File: src/rtl/sps_pkg.sv
package sps_pkg;

  typedef enum logic [1:0] {
    ACT_POLL  = 2'd0,
    ACT_START = 2'd1,
    ACT_STOP  = 2'd2,
    ACT_RESET = 2'd3
  } action_t;

  localparam int unsigned DelayW = 26;
  localparam int unsigned SprW   = 13;
  localparam int unsigned CntW   = 12;
  localparam int unsigned RevW   = 16;
  localparam int unsigned StampW = 32;
  localparam int unsigned CfgIdxW = 2;

  localparam logic [CfgIdxW-1:0] CFG_STEP_DELAY    = 2'd0;
  localparam logic [CfgIdxW-1:0] CFG_STEPS_PER_REV = 2'd1;
  localparam logic [CfgIdxW-1:0] CFG_FORWARD_DIR   = 2'd2;

  localparam logic [DelayW-1:0] STEP_DELAY_RST    = 26'd0;
  localparam logic [SprW-1:0]   STEPS_PER_REV_RST = 13'd2048;
  localparam logic              FORWARD_DIR_RST   = 1'b1;

  typedef struct packed {
    logic [DelayW-1:0] step_delay_us;
    logic [SprW-1:0]   steps_per_rev;
    logic              forward_dir;
  } cfg_t;

  typedef struct packed {
    logic [3:0]             coil_pattern;
    logic                   stepped;
    logic                   running;
    logic signed [RevW-1:0] rotation_count;
    logic [1:0]             phase;
  } result_t;

  function automatic logic [3:0] coil_of(input logic [1:0] ph);
    logic [3:0] pat;
    case (ph)
      2'd0:    pat = 4'b1010;
      2'd1:    pat = 4'b0110;
      2'd2:    pat = 4'b0101;
      default: pat = 4'b1001;
    endcase
    return pat;
  endfunction

endpackage

File: src/rtl/sps_core.sv
module sps_core (
  input  logic                clk,
  input  logic                rst,
  input  logic                accept,
  input  logic [1:0]          action,
  input  logic [31:0]         now_us,
  input  sps_pkg::cfg_t       cfg,
  output sps_pkg::result_t    res
);

  logic                        run_flag;
  logic                        run_flag_next;
  logic [1:0]                  phase_index;
  logic [1:0]                  phase_index_next;
  logic [sps_pkg::StampW-1:0]  last_step_stamp;
  logic [sps_pkg::StampW-1:0]  last_step_stamp_next;
  logic [sps_pkg::CntW-1:0]    steps_in_rev;
  logic [sps_pkg::CntW-1:0]    steps_in_rev_next;
  logic [sps_pkg::RevW-1:0]    revolutions;
  logic [sps_pkg::RevW-1:0]    revolutions_next;
  logic [3:0]                  coil_drive;
  logic [3:0]                  coil_drive_next;
  logic                        stepped_next;
  logic [sps_pkg::StampW-1:0]  elapsed;
  logic [sps_pkg::SprW-1:0]    step_cnt;
  sps_pkg::action_t            act;

  assign act      = sps_pkg::action_t'(action);
  assign elapsed  = now_us - last_step_stamp;
  assign step_cnt = {1'b0, steps_in_rev} + 13'd1;

  always_comb begin
    run_flag_next        = run_flag;
    phase_index_next     = phase_index;
    last_step_stamp_next = last_step_stamp;
    steps_in_rev_next    = steps_in_rev;
    revolutions_next     = revolutions;
    coil_drive_next      = coil_drive;
    stepped_next         = 1'b0;
    unique case (act)
      sps_pkg::ACT_POLL: begin
        if (run_flag && elapsed >= {6'd0, cfg.step_delay_us}) begin
          stepped_next         = 1'b1;
          coil_drive_next      = sps_pkg::coil_of(phase_index);
          last_step_stamp_next = now_us;
          if (step_cnt >= cfg.steps_per_rev) begin
            steps_in_rev_next = '0;
            revolutions_next  = cfg.forward_dir ? revolutions - 16'd1
                                                : revolutions + 16'd1;
          end else begin
            steps_in_rev_next = step_cnt[sps_pkg::CntW-1:0];
          end
          phase_index_next = cfg.forward_dir ? phase_index + 2'd1 : phase_index - 2'd1;
        end
      end
      sps_pkg::ACT_START: begin
        run_flag_next = 1'b1;
      end
      sps_pkg::ACT_STOP: begin
        run_flag_next   = 1'b0;
        coil_drive_next = 4'd0;
      end
      sps_pkg::ACT_RESET: begin
        revolutions_next  = '0;
        steps_in_rev_next = '0;
      end
      default: ;
    endcase
  end

  always_ff @(posedge clk) begin
    if (rst) begin
      run_flag        <= 1'b0;
      phase_index     <= 2'd0;
      last_step_stamp <= '0;
      steps_in_rev    <= '0;
      revolutions     <= '0;
      coil_drive      <= 4'd0;
    end else if (accept) begin
      run_flag        <= run_flag_next;
      phase_index     <= phase_index_next;
      last_step_stamp <= last_step_stamp_next;
      steps_in_rev    <= steps_in_rev_next;
      revolutions     <= revolutions_next;
      coil_drive      <= coil_drive_next;
    end
  end

  always_comb begin
    res.coil_pattern   = coil_drive_next;
    res.stepped        = stepped_next;
    res.running        = run_flag_next;
    res.rotation_count = $signed(revolutions_next);
    res.phase          = phase_index_next;
  end

  a_step_needs_run: assert property (@(posedge clk) disable iff (rst)
    accept && stepped_next |-> run_flag && act == sps_pkg::ACT_POLL)
    else $error("step taken while stopped or on a non-poll action");

  a_step_moves_phase: assert property (@(posedge clk) disable iff (rst)
    accept && stepped_next |=>
      (phase_index == $past(phase_index) + 2'd1) ||
      (phase_index == $past(phase_index) - 2'd1))
    else $error("phase did not move by one place on a step");

  a_stop_releases: assert property (@(posedge clk) disable iff (rst)
    accept && act == sps_pkg::ACT_STOP |=> !run_flag && coil_drive == 4'd0)
    else $error("stop left the motor running or coils driven");

endmodule

File: src/rtl/stepper_phase_sequencer.sv
// Full-step sequencer for a four-coil stepper motor.
// Input channel (in_valid/in_ready) carries one transaction per command:
// an action (poll, start, stop, clear rotation counters) and a free-running
// microsecond timestamp. Every input transaction yields exactly one result
// transaction on the output channel (out_valid/out_ready): coil drive
// pattern, step flag, run flag, signed revolution count and next phase.
// A poll while running steps once the wrapped difference between the
// timestamp and the last step's stamp reaches step_delay_us.
// The result is registered: out_valid rises in the cycle after an input transaction is
// taken. One transaction is taken every cycle while the receiver does not stall, as the
// whole update is a single compare and a few counter adds between the state registers
// and the result register. A stalled receiver holds the result register; in_ready drops
// only while that register is full and not being taken. Reset: stopped, phase 0, coils
// low, counters and stamp zero, delay 0, 2048 steps per revolution, forward direction.
// Configuration is written through cfg_write/cfg_index/cfg_data; the user must write it
// only while no transaction is pending, as the block itself does not enforce this.
module stepper_phase_sequencer (
  input  logic               clk,
  input  logic               rst,
  input  logic               cfg_write,
  input  logic [1:0]         cfg_index,
  input  logic [25:0]        cfg_data,
  input  logic               in_valid,
  output logic               in_ready,
  input  logic [1:0]         action,
  input  logic [31:0]        now_us,
  output logic               out_valid,
  input  logic               out_ready,
  output logic [3:0]         coil_pattern,
  output logic               stepped,
  output logic               running,
  output logic signed [15:0] rotation_count,
  output logic [1:0]         phase
);

  sps_pkg::cfg_t    cfg;
  sps_pkg::result_t res;
  sps_pkg::result_t res_q;
  logic             in_accept;

  assign in_ready  = !out_valid || out_ready;
  assign in_accept = in_valid && in_ready;

  always_ff @(posedge clk) begin
    if (rst) begin
      cfg.step_delay_us <= sps_pkg::STEP_DELAY_RST;
      cfg.steps_per_rev <= sps_pkg::STEPS_PER_REV_RST;
      cfg.forward_dir   <= sps_pkg::FORWARD_DIR_RST;
    end else if (cfg_write) begin
      unique case (cfg_index)
        sps_pkg::CFG_STEP_DELAY:    cfg.step_delay_us <= cfg_data;
        sps_pkg::CFG_STEPS_PER_REV: cfg.steps_per_rev <= cfg_data[sps_pkg::SprW-1:0];
        sps_pkg::CFG_FORWARD_DIR:   cfg.forward_dir   <= cfg_data[0];
        default: ;
      endcase
    end
  end

  sps_core u_core (
    .clk    (clk),
    .rst    (rst),
    .accept (in_accept),
    .action (action),
    .now_us (now_us),
    .cfg    (cfg),
    .res    (res)
  );

  always_ff @(posedge clk) begin
    if (rst) begin
      out_valid <= 1'b0;
    end else if (in_ready) begin
      out_valid <= in_valid;
    end
  end

  always_ff @(posedge clk) begin
    if (in_accept) begin
      res_q <= res;
    end
  end

  assign coil_pattern   = res_q.coil_pattern;
  assign stepped        = res_q.stepped;
  assign running        = res_q.running;
  assign rotation_count = res_q.rotation_count;
  assign phase          = res_q.phase;

  a_accept_to_result: assert property (@(posedge clk) disable iff (rst)
    in_accept |=> out_valid)
    else $error("accepted transaction produced no result");

  a_full_blocks_input: assert property (@(posedge clk) disable iff (rst)
    out_valid && !out_ready |-> !in_ready)
    else $error("input taken while result register is stalled");

  a_idle_after_reset: assert property (@(posedge clk)
    $past(rst) |-> !out_valid)
    else $error("result valid right after reset");

endmodule

File: config.mk
export PLATFORM = sky130hd
export DESIGN_NAME = stepper_phase_sequencer
export DESIGN_NICKNAME = d
export VERILOG_FILES = /design/src/rtl/sps_pkg.sv /design/src/rtl/sps_core.sv /design/src/rtl/stepper_phase_sequencer.sv
export SDC_FILE = /design/constraint.sdc
export NUM_CORES = 1
export LEC_CHECK = 0
export CORE_MARGIN = 2
export CORE_UTILIZATION = 39
export DETAILED_ROUTE_END_ITERATION = 10
export DONT_BUFFER_PORTS = 1
export GPL_ROUTABILITY_DRIVEN = 1
export MAX_ROUTING_LAYER = met4
export REMOVE_ABC_BUFFERS = 1
export SETUP_SLACK_MARGIN = 0.15
export SLEW_MARGIN = 10
export SYNTH_ARGS = -nofsm -noshare
export SYNTH_HDL_FRONTEND = slang
export SYNTH_HIERARCHICAL = 1
export SYNTH_SLANG_ARGS = --single-unit
File: constraint.sdc
create_clock -name clk -period 7.2 [get_ports clk]
set_input_delay 1.44 -clock clk [delete_from_list [all_inputs] [get_ports clk]]
set_output_delay 1.44 -clock clk [all_outputs]
set_load 0.01 [all_outputs]
==> results by group <==
Run status
  – Status: finished, final reports clean

Synth
  – Synth Flop Type: dfxtp_1
  – Yosys top cell by area: dfxtp_1
  – Post-synth cell types: 79
  – Top post-synthesis cells by area: dfxtp_1 22%, ha_1 12%, edfxtp_1 7.4%, nand3_1 4.7%, mux2i_1 4.5%
  – Synth Cell Area: 0.00976 mm^2
  – Mean Syn Cell Area: 8.24 um^2
  – Share of synthesized flip-flops with an asynchronous set or reset: 0
  – Yosys top cell area share: 0.222
  – Yosys warns: 6
  – Sequential fraction of the synthesis area: 0.295
  – Cells after Synth: between 1000 and 1500
  – Number of enable flip-flop cells after synthesis: 24
  – Seq cells post-synth: between 100 and 150

Timing
  – Final hold violation count: 0
  – PnR worst setup slack: 809 ps
  – Max-slew violations: 0
  – Max-slew headroom: 0.240
  – Final setup violation count: 0
  – Highest Clock Rate: 156 MHz
  – Period utilisation layout: 0.888
  – Clock skew: roughly 12 ps
  – Tightest Pin Transition: 1140 ps
  – RSZ-0062 raised after global routing: false
  – Setup TNS: 0 ps
  – Min Tclk post-route: around 6400 ps

Critical path
  – Cell Chain, Critical Path: inv_1 -> ha_1 -> inv_1 -> fa_1 -> a211oi_1 -> o21a_1 -> nor4_1 -> o311a_1 -> o21ai_2 -> o21ai_0 -> xor2_1 -> ha_1 -> and3_1 -> a221o_1 -> a31oi_1 -> a32oi_1 -> a2111oi_4 -> o211ai_2 -> o311ai_4 -> inv_2 -> nand2_1 -> mux2i_1
  – Crit path required time: 7540 ps
  – CP max FO: 38
  – Worst R2R Path Depth: 21
  – Critical path class: in -> reg
  – R2R Path Start: u_core/last_step_stamp[0]$_SDFFE_PP0P_
  – CP endpoint kind: flop
  – R2R setup slack: roughly 1500 ps
  – CP delay by family, top: compound AO/OA/AOI/OAI gates
  – Worst endpoint data arrival time: 6730 ps
  – CP max-delay cell: nand2_1
  – FF-to-FF End: u_core/steps_in_rev[11]$_SDFFE_PP0P_
  – Setup crit start kind: input pin
  – Buf/Inv on CP: 3
  – Slowest stage delay, CP: between 500 and 600 ps

Power and ir drop
  – Clock network power share: 0.446
  – Leakage power total: ~4 nW
  – Sw frac: 0.289
  – Power per Cell Area: 184 mW/mm^2
  – VDD IR max: 0.000124 V
  – Int Pwr: around 1.4 mW
  – NetSw: 555 uW
  – Sequential share of power: 0.407
  – Combinational fraction of design power: 0.147

Floorplanning
  – Core Region: roughly 0.024 mm^2
  – Boundary Pins: 93
  – DIE HEIGHT: 162 um
  – Die Width: between 150 and 200 um
  – Rows: 57
  – Die area: 0.0263 mm^2
  – Starting density of the core: 0.399

Global routing
  – Pin count of the biggest net entering global routing: 119
  – Initial antenna violation count: 0
  – First-pass GRT wire length: approximately 40000 um
  – Vias in the first global route: approximately 7900
  – Overall Global Routing Usage: 0.193
  – Remaining global-route overflow: 0

Min path
  – Hold WC Path Type: reg -> reg
  – Min-Delay Path Depth: 2
  – Min-delay src: u_core/last_step_stamp[5]$_SDFFE_PP0P_
  – Hold path endpoint: u_core/last_step_stamp[5]$_SDFFE_PP0P_

Final layout
  – Antenna diodes: 0
  – Share of cells above drive strength 1: 0.0631
  – Fin util: 0.427
  – Footprint of the multi-input gates: 0.00616 mm^2
  – Area delta synth->final: 7.12%
  – Final net count: roughly 1300
  – Fillcell total: 2468
  – Finished Layout Cells: 1481
  – Reg area: 0.00288 mm^2
  – Commonest cells after routing, fill and taps aside: 108 x dfxtp_1, 101 x inv_1, 99 x nand2_1, 93 x ha_1, 92 x nand3_1
  – Most common cell after layout, fill and taps aside: dfxtp_1

Route
  – Routed WL per cell: 16.1 um
  – M1 wire length: 11500 um
  – # DRC: 0
  – Wire length on met3: approximately 860 um
  – Met2 wire length: 11200 um
  – Top Layer Used: met4
  – Detailed Routing Iterations Pass 1: 5
  – DRT Wirelength: 23900 um
  – Routed Antenna Nets: 0
  – DR iter-0 viols: 556
  – Vias per cell: 5.53
  – Via count: approximately 8200

Clock tree
  – Worst-Skew Late Latency: 430 ps
  – Max clock buf depth: 2
  – CTS Buf Count: 17
  – CTS tree: done
  – Clk Tree Root Cell: clkbuf_16
  – Reg clk slew, reported paths: about 70 ps
  – Setup bufs post-CTS: 0
  – CTS Hold Bufs: 0
  – H-tree depth: 4
  – Post-CTS sizing: 0
  – CTS Sinks: 132

Flow run
  – Max-cap violations: 0

Place
  – Pre-CTS WS: 408 ps
  – GP Congestion: approximately 0.86
  – Post-DP HPWL: 17000 um
  – Port bufs: 0
  – Dpl cells: approximately 1400
==> area by class of cell <==
type | count | area share
multi-input cells | 884 | 0.589
clock buffers | 19 | 0.0424
clock inverters | 13 | 0.0120
inverters | 102 | 0.0366
flip-flops and latches | 132 | 0.276
well taps | 324 | 0.0388
repair buffers | 7 | 0.00503
==> routing by layer <==
layer	vias to the layer above	track usage
met1	3836	0.248
met4	0	0.0535
met5	-	-
met3	27	0.0299
li1	4155	-
met2	172	0.317
==> state kept, by name, summed over array words and instances (netlist names) <==
name,cells
cfg,40
coil_pattern,4
out_valid,1
phase,2
rotation_count,16
running,1
stepped,1
u_core/coil_drive,4
u_core/last_step_stamp,32
u_core/phase_index,2
u_core/revolutions,16
u_core/run_flag,1
u_core/steps_in_rev,12
==> how the worst max path moves through the flow <==
| stage | to | depth (start not counted) | startpoint | slack [ps] |
|---|---|---|---|---|
| floorplan | u_core/steps_in_rev[10]$_SDFFE_PP0P_ | 22 | now_us[0] | -400 |
| global placement | u_core/coil_drive[3]$_SDFFE_PP0P_ | 22 | now_us[0] | 520 |
| detailed placement | u_core/steps_in_rev[9]$_SDFFE_PP0P_ | 22 | now_us[0] | 410 |
| CTS | u_core/steps_in_rev[11]$_SDFFE_PP0P_ | 22 | now_us[0] | 850 |
| global route | u_core/coil_drive[3]$_SDFFE_PP0P_ | 25 | now_us[0] | 410 |
| finish | u_core/steps_in_rev[11]$_SDFFE_PP0P_ | 22 | now_us[0] | 810 |
==> Yosys cell counts (all sizes together), types with 3 or more instances <==
library cell    n
mux2i          44
a211o           4
nand2b         67
o32a            3
nor4            4
o311ai          7
a41o            7
clkbuf         37
buf            30
nand2          99
nor2b          10
xor2           11
edfxtp         24
nand3          92
nand4          14
o31ai           6
a211oi          9
and3           24
a32oi           6
and2            6
o21a           10
xnor2          35
a22o            3
or2             7
a21oi          84
nor2           46
o211ai         36
nand3b          4
o21bai          5
a31o           10
o21ai          65
inv           102
or3             5
o2111ai         3
a31oi           7
dfxtp         108
nor3           14
ha             93
a21o           16
==> metrics by stage <==
step	power [mW]	hold WS, ps	cell area (um^2)
final	1.92	469	10500
after global routing	2.01	487	10500
after CTS	1.95	469	10500
after detailed placement	1.08	460	9890
after global placement	1.08	454	9890
after floorplan	1.01	448	9410
==> worst register-to-register path, delay by kind of cell (launching register included) <==
family,cells,cell delay [ps]
DFF,1,330
adders and majority gates,3,860
and+or+nand+nor,3,820
buffers and inverters,2,380
xor gates and xnor gates,1,170
AOI/OAI and AO/OA,11,2800
muxes,1,230
==> power groups by stage <==
stage	Clock [mW]	Combinational, mW	Sequential (mW)
4_1_cts	0.880	0.282	0.783
3_5_place_dp	0	0.279	0.800
5_1_grt	0.908	0.319	0.785
3_3_place_gp	0	0.278	0.799
2_1_floorplan	0	0.212	0.797
6_report	0.857	0.283	0.783
==> cell families (layout without fill, tap and decap cells) <==
kind of cell,count (synthesis),after routing,synth area share
AOI/OAI and AO/OA,299,299,0.209
xor gates and xnor gates,46,46,0.0413
adders and majority gates,95,95,0.123
buffers and inverters,169,141,0.0755
DFF,132,132,0.295
muxes,46,46,0.0474
and+or+nand+nor,398,398,0.208
Power figures use the tool's default switching activity.
